--- src/rtl/mwto_pkg.sv ---
// ----------------------------------------------------------------------------
// mwto_pkg
// Shared types, widths and constants of the multiwave tone oscillator.
// ----------------------------------------------------------------------------
`default_nettype none

package mwto_pkg;

   localparam int unsigned LEVEL_W    = 8;
   localparam int unsigned DUTY_W     = 5;
   localparam int unsigned COUNT_W    = 16;
   localparam int unsigned MODE_W     = 3;
   localparam int unsigned CSR_IDX_W  = 2;
   localparam int unsigned CSR_DATA_W = 16;
   localparam int unsigned LFSR_W     = 16;
   localparam int unsigned PWM_SLOTS  = 16;
   localparam int unsigned DUTY_CAP   = 31;
   localparam int unsigned LEVELS     = 1 << LEVEL_W;

   localparam logic [LFSR_W-1:0]  LFSR_SEED    = 16'hACE1;
   localparam logic [LFSR_W-1:0]  LFSR_TAPS    = 16'hB400;
   localparam logic [LEVEL_W-1:0] VOLUME_RESET = 8'hFF;

   typedef enum logic [MODE_W-1:0] {
      WAVE_OFF      = 3'd0,
      WAVE_SQUARE   = 3'd1,
      WAVE_SAW      = 3'd2,
      WAVE_TRIANGLE = 3'd3,
      WAVE_NOISE    = 3'd4
   } wave_mode_type;

   typedef enum logic [CSR_IDX_W-1:0] {
      CSR_WAVE_MODE   = 2'd0,
      CSR_HALF_PERIOD = 2'd1,
      CSR_STEP_PERIOD = 2'd2,
      CSR_VOLUME      = 2'd3
   } csr_index_type;

   // PWM high slots for one level, worked out at elaboration
   function automatic logic [DUTY_W-1:0] duty_calc(input int unsigned lvl);
      int unsigned q;
      q = (lvl + 1) / PWM_SLOTS;
      if (q > PWM_SLOTS) q = PWM_SLOTS;
      if (q > DUTY_CAP) q = DUTY_CAP;
      return DUTY_W'(q);
   endfunction

endpackage

`default_nettype wire

--- src/rtl/mwto_req_if.sv ---
// ----------------------------------------------------------------------------
// mwto_req_if
// Tick request channel: valid, ready and the advance flag.
// ----------------------------------------------------------------------------
`default_nettype none

interface mwto_req_if;
   logic valid;
   logic ready;
   logic advance;

   modport source (output valid, output advance, input ready);
   modport sink   (input valid, input advance, output ready);
endinterface

`default_nettype wire

--- src/rtl/mwto_rsp_if.sv ---
// ----------------------------------------------------------------------------
// mwto_rsp_if
// Result channel: valid, ready, the oscillator level and its PWM duty.
// ----------------------------------------------------------------------------
`default_nettype none

interface mwto_rsp_if;
   logic                             valid;
   logic                             ready;
   logic [mwto_pkg::LEVEL_W-1:0]     level;
   logic [mwto_pkg::DUTY_W-1:0]      duty_slots;

   modport source (output valid, output level, output duty_slots, input ready);
   modport sink   (input valid, input level, input duty_slots, output ready);
endinterface

`default_nettype wire

--- src/rtl/mwto_duty.sv ---
// ----------------------------------------------------------------------------
// mwto_duty
// Maps a level to its count of PWM high slots through a constant table.
// ----------------------------------------------------------------------------
`default_nettype none

module mwto_duty (
   input  wire logic [mwto_pkg::LEVEL_W-1:0] level,
   output logic      [mwto_pkg::DUTY_W-1:0]  duty_slots
);

   logic [mwto_pkg::DUTY_W-1:0] duty_lut [mwto_pkg::LEVELS];

   for (genvar i = 0; i < mwto_pkg::LEVELS; i++) begin : g_lut
      assign duty_lut[i] = mwto_pkg::duty_calc(i);
   end

   assign duty_slots = duty_lut[level];

endmodule

`default_nettype wire

--- src/rtl/multiwave_tone_oscillator_unit.sv ---
// ----------------------------------------------------------------------------
// multiwave_tone_oscillator_unit
// Square, saw, triangle and noise tone oscillator, one sample tick per item.
//
// Usage:
//   req carries one tick; advance high steps the oscillator, advance low only
//   reports the current level. rsp returns the level and its PWM duty.
//   csr_we/csr_index/csr_wdata write wave_mode, half_period, step_period and
//   volume; write them only while no tick is in flight.
//   The result of a tick is registered into the level register at the edge
//   that accepts it. Throughput is one tick per cycle while rsp is not
//   stalled; the state update and the noise multiply sit in one
//   combinational pass into the state and output registers.
//   The level register doubles as the output register. When rsp is stalled
//   the result holds and req.ready drops until the result is taken; a tick
//   is taken in the same cycle as the waiting result.
//   Synchronous reset clears counters, level and ramp direction, seeds the
//   LFSR with 0xACE1, sets volume to 255 and the other registers to zero,
//   and empties the output stage.
// ----------------------------------------------------------------------------
`default_nettype none

module multiwave_tone_oscillator_unit (
   input  wire logic                                clock,
   input  wire logic                                reset,
   mwto_req_if.sink                                 req,
   mwto_rsp_if.source                               rsp,
   input  wire logic                                csr_we,
   input  wire logic [mwto_pkg::CSR_IDX_W-1:0]      csr_index,
   input  wire logic [mwto_pkg::CSR_DATA_W-1:0]     csr_wdata
);

   localparam int unsigned LW = mwto_pkg::LEVEL_W;
   localparam int unsigned CW = mwto_pkg::COUNT_W;
   localparam int unsigned RW = mwto_pkg::LFSR_W;

   logic [mwto_pkg::MODE_W-1:0] wave_mode_ff;
   logic [CW-1:0]               half_period_ff;
   logic [CW-1:0]               step_period_ff;
   logic [LW-1:0]               volume_ff;

   logic [CW-1:0] period_count_ff, period_count_in;
   logic [CW-1:0] step_count_ff,   step_count_in;
   logic [LW-1:0] wave_level_ff,   wave_level_in;
   logic          ramp_down_ff,    ramp_down_in;
   logic [RW-1:0] noise_lfsr_ff,   noise_lfsr_in;
   logic          rsp_valid_ff;

   logic               accept;
   logic [CW-1:0]      period_inc;
   logic [CW-1:0]      step_inc;
   logic               period_hit;
   logic               step_hit;
   logic [RW-1:0]      lfsr_next;
   logic [RW+LW-1:0]   noise_product;
   logic [LW-1:0]      saw_base;

   assign req.ready = !rsp_valid_ff || rsp.ready;
   assign accept    = req.valid && req.ready;

   // configuration
   always_ff @(posedge clock) begin
      if (reset) begin
         wave_mode_ff   <= mwto_pkg::WAVE_OFF;
         half_period_ff <= '0;
         step_period_ff <= '0;
         volume_ff      <= mwto_pkg::VOLUME_RESET;
      end else if (csr_we) begin
         unique case (mwto_pkg::csr_index_type'(csr_index))
            mwto_pkg::CSR_WAVE_MODE:   wave_mode_ff   <= csr_wdata[mwto_pkg::MODE_W-1:0];
            mwto_pkg::CSR_HALF_PERIOD: half_period_ff <= csr_wdata[CW-1:0];
            mwto_pkg::CSR_STEP_PERIOD: step_period_ff <= csr_wdata[CW-1:0];
            mwto_pkg::CSR_VOLUME:      volume_ff      <= csr_wdata[LW-1:0];
            default: ;
         endcase
      end
   end

   // next oscillator state
   assign period_inc    = CW'(period_count_ff + 1'b1);
   assign step_inc      = CW'(step_count_ff + 1'b1);
   assign period_hit    = period_inc > half_period_ff;
   assign step_hit      = step_inc > step_period_ff;
   assign lfsr_next     = {1'b0, noise_lfsr_ff[RW-1:1]}
                          ^ (noise_lfsr_ff[0] ? mwto_pkg::LFSR_TAPS : '0);
   assign noise_product = {{LW{1'b0}}, lfsr_next} * {{RW{1'b0}}, volume_ff};
   assign saw_base      = period_hit ? '0 : wave_level_ff;

   always_comb begin
      period_count_in = period_count_ff;
      step_count_in   = step_count_ff;
      wave_level_in   = wave_level_ff;
      ramp_down_in    = ramp_down_ff;
      noise_lfsr_in   = noise_lfsr_ff;
      if (req.advance) begin
         period_count_in = period_inc;
         step_count_in   = step_inc;
         case (mwto_pkg::wave_mode_type'(wave_mode_ff))
            mwto_pkg::WAVE_SQUARE: begin
               if (period_hit) begin
                  period_count_in = '0;
                  wave_level_in   = (wave_level_ff != '0) ? '0 : volume_ff;
               end
            end
            mwto_pkg::WAVE_SAW: begin
               if (period_hit) period_count_in = '0;
               wave_level_in = saw_base;
               if (step_hit) begin
                  step_count_in = '0;
                  wave_level_in = LW'(saw_base + 1'b1);
               end
            end
            mwto_pkg::WAVE_TRIANGLE: begin
               if (step_hit) begin
                  step_count_in = '0;
                  wave_level_in = ramp_down_ff ? LW'(wave_level_ff - 1'b1)
                                               : LW'(wave_level_ff + 1'b1);
               end
               if (period_hit) begin
                  period_count_in = '0;
                  ramp_down_in    = !ramp_down_ff;
               end
            end
            mwto_pkg::WAVE_NOISE: begin
               if (period_hit) begin
                  period_count_in = '0;
                  noise_lfsr_in   = lfsr_next;
                  wave_level_in   = noise_product[RW+LW-1:RW];
               end
            end
            default: wave_level_in = '0;
         endcase
      end
   end

   always_ff @(posedge clock) begin
      if (reset) begin
         period_count_ff <= '0;
         step_count_ff   <= '0;
         wave_level_ff   <= '0;
         ramp_down_ff    <= 1'b0;
         noise_lfsr_ff   <= mwto_pkg::LFSR_SEED;
      end else if (accept) begin
         period_count_ff <= period_count_in;
         step_count_ff   <= step_count_in;
         wave_level_ff   <= wave_level_in;
         ramp_down_ff    <= ramp_down_in;
         noise_lfsr_ff   <= noise_lfsr_in;
      end
   end

   // output stage
   always_ff @(posedge clock) begin
      if (reset) begin
         rsp_valid_ff <= 1'b0;
      end else if (accept) begin
         rsp_valid_ff <= 1'b1;
      end else if (rsp.ready) begin
         rsp_valid_ff <= 1'b0;
      end
   end

   assign rsp.valid = rsp_valid_ff;
   assign rsp.level = wave_level_ff;

   mwto_duty u_duty (
      .level      (wave_level_ff),
      .duty_slots (rsp.duty_slots)
   );

   // checks
   a_result_follows: assert property (@(posedge clock) disable iff (reset)
      accept |=> rsp.valid)
      else $error("no result after an accepted tick");

   a_hold_no_advance: assert property (@(posedge clock) disable iff (reset)
      accept && !req.advance |=> $stable(wave_level_ff) && $stable(period_count_ff))
      else $error("state moved on a non-advancing tick");

   a_off_silent: assert property (@(posedge clock) disable iff (reset)
      accept && req.advance && wave_mode_ff == mwto_pkg::WAVE_OFF
      |=> wave_level_ff == '0)
      else $error("level not zero in off mode");

   a_lfsr_nonzero: assert property (@(posedge clock) disable iff (reset)
      noise_lfsr_ff != '0)
      else $error("noise LFSR locked at zero");

endmodule

`default_nettype wire

--- src/flat_wrapper.sv ---
// flat-port wrapper written by rule: the top's interface ports become plain ports
module multiwave_tone_oscillator_unit_flat 
  (clock, reset, csr_we, csr_index, csr_wdata, req_valid, req_advance, req_ready, rsp_valid, rsp_level, rsp_duty_slots, rsp_ready);
  mwto_req_if req_i ();
  mwto_rsp_if rsp_i ();
  input  wire logic clock;
  input  wire logic reset;
  input  wire logic csr_we;
  input  wire logic [mwto_pkg::CSR_IDX_W-1:0] csr_index;
  input  wire logic [mwto_pkg::CSR_DATA_W-1:0] csr_wdata;
  input wire logic [$bits(req_i.valid)-1:0] req_valid;
  input wire logic [$bits(req_i.advance)-1:0] req_advance;
  output wire logic [$bits(req_i.ready)-1:0] req_ready;
  output wire logic [$bits(rsp_i.valid)-1:0] rsp_valid;
  output wire logic [$bits(rsp_i.level)-1:0] rsp_level;
  output wire logic [$bits(rsp_i.duty_slots)-1:0] rsp_duty_slots;
  input wire logic [$bits(rsp_i.ready)-1:0] rsp_ready;
  assign req_i.valid = req_valid;
  assign req_i.advance = req_advance;
  assign req_ready = req_i.ready;
  assign rsp_valid = rsp_i.valid;
  assign rsp_level = rsp_i.level;
  assign rsp_duty_slots = rsp_i.duty_slots;
  assign rsp_i.ready = rsp_ready;
  multiwave_tone_oscillator_unit u_core (.clock(clock), .reset(reset), .req(req_i), .rsp(rsp_i), .csr_we(csr_we), .csr_index(csr_index), .csr_wdata(csr_wdata));
endmodule
--- config.mk ---
export PLATFORM = sky130hd
export DESIGN_NAME = multiwave_tone_oscillator_unit_flat
export DESIGN_NICKNAME = d
export VERILOG_FILES = /design/src/rtl/mwto_pkg.sv /design/src/rtl/mwto_req_if.sv /design/src/rtl/mwto_rsp_if.sv /design/src/rtl/mwto_duty.sv /design/src/rtl/multiwave_tone_oscillator_unit.sv /design/src/flat_wrapper.sv
export SDC_FILE = /design/constraint.sdc
export NUM_CORES = 1
export LEC_CHECK = 0
export BUFFER_PORTS_ARGS = -buffer_cell sky130_fd_sc_hd__buf_2
export CAP_MARGIN = 25
export CORE_UTILIZATION = 55
export CTS_BUF_LIST = sky130_fd_sc_hd__clkbuf_2
export DETAILED_ROUTE_END_ITERATION = 16
export GPL_TIMING_DRIVEN = 1
export PLACE_DENSITY = 0.69
export SYNTH_ARGS = -nofsm -noshare
export SYNTH_HDL_FRONTEND = slang
export SYNTH_SLANG_ARGS = --single-unit
--- constraint.sdc ---
create_clock -name clock -period 7.3 [get_ports clock]
set_clock_uncertainty 0.15 [all_clocks]
set_input_delay 0.73 -clock clock [delete_from_list [all_inputs] [get_ports clock]]
set_output_delay 0.73 -clock clock [all_outputs]
set_load 0.05 [all_outputs]
# --- Word level (Yosys, flattened, before mapping) ---
# Memories as Yosys holds them, arrays and structs flattened.
# Cells that the tools add are included.
word_totals:
  output_inout_bits: 15
  romBits: 1280
  regBits: 101
  word_cells: 66
  memories: 1
  inputBits: 24
mem_list:
  columns: ["memory", "depth", "word_bits", "read_ports", "rd_ports_with_merged_regs", "write_ports", "line", "text"]
  rows:
  - ["(no name shown)", 256, 5, 1, 0, 0, "mwto_duty.sv:18", "assign duty_slots = duty_lut[level];"]
classes:
  reduce_logical: 17
  n_lt_le_gt_ge: 3
  n_bitwise: 2
  mux: 17
  n_mul: 1
  eq_ne: 10
  add_sub_neg: 5
ops:
  columns: ["op", "count"]
  rows:
  - ["$mux 16", 5]
  - ["$mux 8", 7]
  - ["$add 16x1->16 const B", 2]
  - ["$gt 16x16->1", 2]
  - ["$pmux 8 s4", 1]
  - ["$mul 16x8->24", 1]
  - ["$add 8x1->8 const B", 2]
  - ["$xor 15x16->16", 1]
  - ["$mux 5", 2]
  - ["$reduce_and 2->1", 5]
  - ["$ge 9x9->1 const B", 1]
  - ["$not 8->9", 1]
  - ["$reduce_and 4->1", 2]
  - ["$reduce_bool 8->1", 1]
  - ["$sub 8x1->8 const B", 1]
  - ["$eq 3x2->1 const B", 2]
  - ["$ne 2x1->1 const B", 3]
  - ["$reduce_and 5->1", 1]
  - ["$eq 2x2->1 const B", 2]
  - ["$reduce_or 4->1", 1]
  - ["$eq 3x1->1 const B", 1]
  - ["$eq 3x3->1 const B", 1]
  - ["$eq 2x1->1 const B", 1]
  - ["$logic_not 1->1", 2]
  - ["6 further kinds", 7]

# --- Depth between registers and ports, before layout ---
logic_depth:
  word_depth: 6
  depth_mapped: 20
  depth_no_buf: 20

# --- By module ---
# From an unflattened synthesis, not the netlist that was laid out.
unflattened:
  hier_cells: 1119
  hier_area_um2: 9308.9
by_module_without_submodules:
  columns: ["mod", "seq_area_each_um2", "area_each_um2", "instances", "cells_per_inst"]
  rows:
  - ["multiwave_tone_oscillator_unit", 2021.9, 9233.9, 1, 1108]
  - ["mwto_duty", 0.0, 75.1, 1, 11]

# --- Least setup slack after synthesis ---
# OpenSTA, ideal clock, no wires.
synth_timing:
  path_type: "register to register"
  start: "register u_core.noise_lfsr_ff[0]"
  end: "register u_core.wave_level_ff[6] (netlist: u_core.rsp.level[6])"
  setup_time_ps: 118
  n_path_buf: 0
  required_time_ps: 7032
  stages_incl_launch_ff: 18
  setup_slack_ps: 2103
  period_less_slack_ps: 5197
  arrival_ps: 4929
  cell_sequence: "dfxtp_1 xor2_1 and2_1 fa_1 fa_1 fa_1 inv_1 fa_1 inv_1 ha_1 or4_4 o2bb2ai_2 a21oi_2 nor3_4 o221ai_2 a211o_1 a211oi_2 o21ai_2"
synth_via:
  elab_chain_cells: 5
synth_rtl:
  columns: ["element", "line", "text"]
  rows:
  - ["from (decl)", "multiwave_tone_oscillator_unit.sv:46", "logic [RW-1:0] noise_lfsr_ff, noise_lfsr_in;"]
  - ["from (signal assigned)", "multiwave_tone_oscillator_unit.sv:142", "noise_lfsr_ff <= mwto_pkg::LFSR_SEED;"]
  - ["from (signal assigned)", "multiwave_tone_oscillator_unit.sv:148", "noise_lfsr_ff <= noise_lfsr_in;"]
  - ["$mux 16", "multiwave_tone_oscillator_unit.sv:85", "^ (noise_lfsr_ff[0] ? mwto_pkg::LFSR_TAPS : '0);"]
  - ["$xor 15x16->16", "multiwave_tone_oscillator_unit.sv:85", null]
  - ["$mul 16x8->24", "multiwave_tone_oscillator_unit.sv:86", "assign noise_product = {{LW{1'b0}}, lfsr_next} * {{RW{1'b0}}, volume_ff};"]
  - ["$mux 8", "multiwave_tone_oscillator_unit.sv:125", "if (period_hit) begin"]
  - ["$pmux 8 s4", "multiwave_tone_oscillator_unit.sv:98", "case (mwto_pkg::wave_mode_type'(wave_mode_ff))"]
  - ["to (signal assigned)", "multiwave_tone_oscillator_unit.sv:146", "wave_level_ff <= wave_level_in;"]
  - ["to (decl)", "multiwave_tone_oscillator_unit.sv:44", "logic [LW-1:0] wave_level_ff, wave_level_in;"]
# No other way between the ends. The select of a mux whose other input is x is not followed.
# A chain may end at the register's enable or synchronous reset.

# --- Worst setup path after layout ---
# Same ends and word-level chain as after synthesis.

==> flow_summary.json <==
{
  "rsz0062_at_grt": "no",
  "fillerInstances": 1563,
  "tritoncts": "done",
  "die_area_sq_um": 17800,
  "design_area_sq_um": 10000,
  "drtIter0Drc": 465,
  "crit_family": "adder cells",
  "layout.nets": 1321,
  "maxCapViolCount": 0,
  "reg2reg_depth": 17,
  "cts_resized": 0,
  "post_cts_buffers": 0,
  "p_total_mw": 1.64,
  "dp_hpwl_um": 16500,
  "whs_endpoint": "u_core.rsp.valid",
  "gp_congestion": 0.842,
  "path_depth": 17,
  "cts_root_buf": "clkbuf_2",
  "setup-tns-final_ns": 0,
  "syn_avg_cell_area_sq_um": 8.54,
  "fin_crit_sh_pct": 80.0,
  "worstSetupStartpointType": "flip-flop",
  "use_met3_pct": 4.72,
  "cp_common_cell": "fa_1",
  "syn_to_final_growth_pct": 5.29,
  "synth_top_area_share_pct": 21.2,
  "power_density_nw_per_um2": 164,
  "grt_max_degree": 83,
  "wl_um": 21600,
  "viasPerCell": 5.59,
  "busiest_layer": "met2",
  "drc": 0,
  "seq_area_sq_um": 2020,
  "gr-total-overflow": 0,
  "cp_cell_sequence": "xor2_1 > and2_1 > fa_1 > fa_1 > fa_1 > inv_1 > fa_1 > inv_1 > ha_1 > or4_4 > nor2_1 > a21oi_2 > nor3_4 > o221ai_2 > a211o_1 > a211oi_2 > o21ai_2",
  "synth-seq-cells": 101,
  "start_util_pct": 56.8,
  "grt.total_usage_pct": 25.9,
  "wire_per_inst_um": 15.9,
  "numPortBuffers": 38,
  "antenna_found_initial": 2,
  "finalSetupViolCount": 0,
  "synth_top_flop_cell": "dfxtp_1",
  "die_w_um": 134,
  "tightest_slew_ns": 0.989,
  "ys_seq_area_share_pct": 21.2,
  "ir_worst_vdd_v": 0.000168,
  "num_rows": 47,
  "max_freq_mhz": 171,
  "cpMaxStageDelayCell": "dfxtp_1",
  "r2r-start": "u_core.noise_lfsr_ff[0]",
  "synth_enable_flop_cells": 0,
  "syn_nets": 1305,
  "cp.required_ns": 7.67,
  "reg2reg_slack_ns": 1.46,
  "synthArstFlopShare_pct": 0,
  "drv_slew": 0,
  "cts.sinks": 101,
  "cts_max_level": 3,
  "met1_usage_pct": 33.6,
  "crit_buf_inv": 2,
  "slew_headroom_pct": 33.8,
  "num_vias": 7597,
  "multiInputGateArea_sq_um": 6850,
  "numCtsBuffers": 9,
  "worst_r2r_endpoint": "u_core.rsp.level[6]",
  "path_class": "flip-flop to flip-flop",
  "clk_latency_ns": 0.62,
  "synth_cell_type_count": 69,
  "worstPathMaxFanout": 13,
  "syn_area_sq_um": 9530,
  "drive_gt1_share_pct": 8.45,
  "post-route-min-period_ns": 5.84,
  "p_leak_nw": 4.34,
  "synth_warnings": 0,
  "detail-route-antenna-nets": 0,
  "min_path_cells": 3,
  "grt_pass1_wl_um": 36700,
  "cp.arrival_ns": 6.21,
  "cts_hold_buf": 0,
  "worst_setup_path_end_kind": "flip-flop",
  "hold_start": "req_valid",
  "first_pass_iters": 5,
  "synth_cells": 1115,
  "status": "finished clean",
  "cts_buffer_depth": 2,
  "use_met2_pct": 43.5,
  "post-synth-top-area-cell": "dfxtp_1",
  "hold_viol_final": 0,
  "worst_path_largest_cell_delay_ns": 0.65,
  "postPlaceCellArea_sq_um": 9870,
  "fp.dieH_um": 134,
  "grt_pass1_vias": 7627,
  "clk_pin_slew_ns": 0.31,
  "ios": 39,
  "synth_area_leaders": "dfxtp_1, fa_1, ha_1, and2_1, nand2_1",
  "core_region_area_sq_um": 16800,
  "hold_class": "primary input to flip-flop"
}
[placed cells by master (no fill, tap or decap), types with 26 or more instances in the layout]
cell / n
and2_1: 117
dfxtp_1: 101
a22oi_1: 26
xnor2_1: 29
nor2_1: 61
nand2_1: 138
ha_1: 82
nand3_1: 37
fa_1: 84
buf_2: 38
inv_1: 123
a21oi_1: 69
[stage by stage]
step	setup WS, ns	util (%)	hold WS (ns)	cells
final	1.46	59.8	0.153	1358
after global routing	1.12	59.8	0.0772	1357
after CTS	1.46	59.8	0.0920	1356
after detailed placement	1.48	58.9	0.297	1340
after global placement	1.57	58.9	0.293	1340
after floorplan	2.10	-	0.286	1115
[worst max path at each step]
stage,startpoint,endpoint
6_report,u_core.noise_lfsr_ff[0],u_core.rsp.level[6]
5_1_grt,u_core.noise_lfsr_ff[0],u_core.rsp.level[6]
3_3_place_gp,u_core.noise_lfsr_ff[0],u_core.rsp.level[6]
2_1_floorplan,u_core.noise_lfsr_ff[0],u_core.rsp.level[6]
4_1_cts,u_core.noise_lfsr_ff[0],u_core.rsp.level[6]
3_5_place_dp,u_core.noise_lfsr_ff[0],u_core.rsp.level[6]
[metal layers]
metal | wire length (um) | part of all wire (%)
met5 | 10 | 0.046
met4 | 540 | 2.5
met3 | 914 | 4.2
met2 | 10200 | 47
met1 | 10000 | 46
[report_power, final]
part,internal (mW),leakage [nW],switching [mW]
combinational,0.315,3.44,0.426
sequential,0.565,0.818,0.0135
clock,0.119,0.0872,0.202
[synth_stat cells (all sizes together), types with 5 or more instances]
| master | count |
|---|---|
| o211ai | 7 |
| nand2 | 138 |
| inv | 123 |
| and2 | 117 |
| buf | 6 |
| xnor2 | 29 |
| nor2 | 64 |
| nor3 | 10 |
| xor2 | 23 |
| fa | 84 |
| o21ai | 29 |
| clkbuf | 36 |
| a211oi | 8 |
| nand3 | 37 |
| dfxtp | 101 |
| nand2b | 7 |
| a22oi | 26 |
| a21o | 5 |
| nor4 | 6 |
| nand4 | 10 |
| and3 | 14 |
| mux2i | 22 |
| ha | 82 |
| a311oi | 7 |
| a21oi | 72 |
| or2 | 6 |
[flip-flops by register name (all words and copies together), names as in the netlist]
name,cells
u_core.rsp.valid,1
u_core.period_count_ff,16
u_core.step_period_ff,16
u_core.half_period_ff,16
u_core.step_count_ff,16
u_core.ramp_down_ff,1
u_core.rsp.level,8
u_core.volume_ff,8
u_core.noise_lfsr_ff,16
u_core.wave_mode_ff,3
[worst reg2reg max path, cell delays in order, from the launching register on]
cell and delay, ns:
dfxtp_1 0.65, xor2_1 0.57, and2_1 0.24, fa_1 0.44, fa_1 0.48, fa_1 0.55
inv_1 0.06, fa_1 0.53, inv_1 0.04, ha_1 0.25, or4_4 0.56, nor2_1 0.14
a21oi_2 0.10, nor3_4 0.29, o221ai_2 0.16, a211o_1 0.32, a211oi_2 0.19, o21ai_2 0.06
[cells by family after synthesis]
group,count (synthesis),synth area share (%)
buf+inv,166,6.86
simple gates,429,23.5
compound gates,179,12.9
xor+xnor,52,4.78
mux,22,2.31
fa+ha+maj,166,28.4
flops,101,21.2
[layout make-up]
class / count / share of cell area, %
diodes: 2 / 0.0499
clock buffers: 9 / 0.449
clock inverters: 7 / 1.09
inverters: 124 / 4.64
multi-input cells: 848 / 68.3
flip-flops and latches: 101 / 20.2
well taps: 220 / 2.74
repair buffers: 47 / 2.57
(Power assumes the default switching activity.)
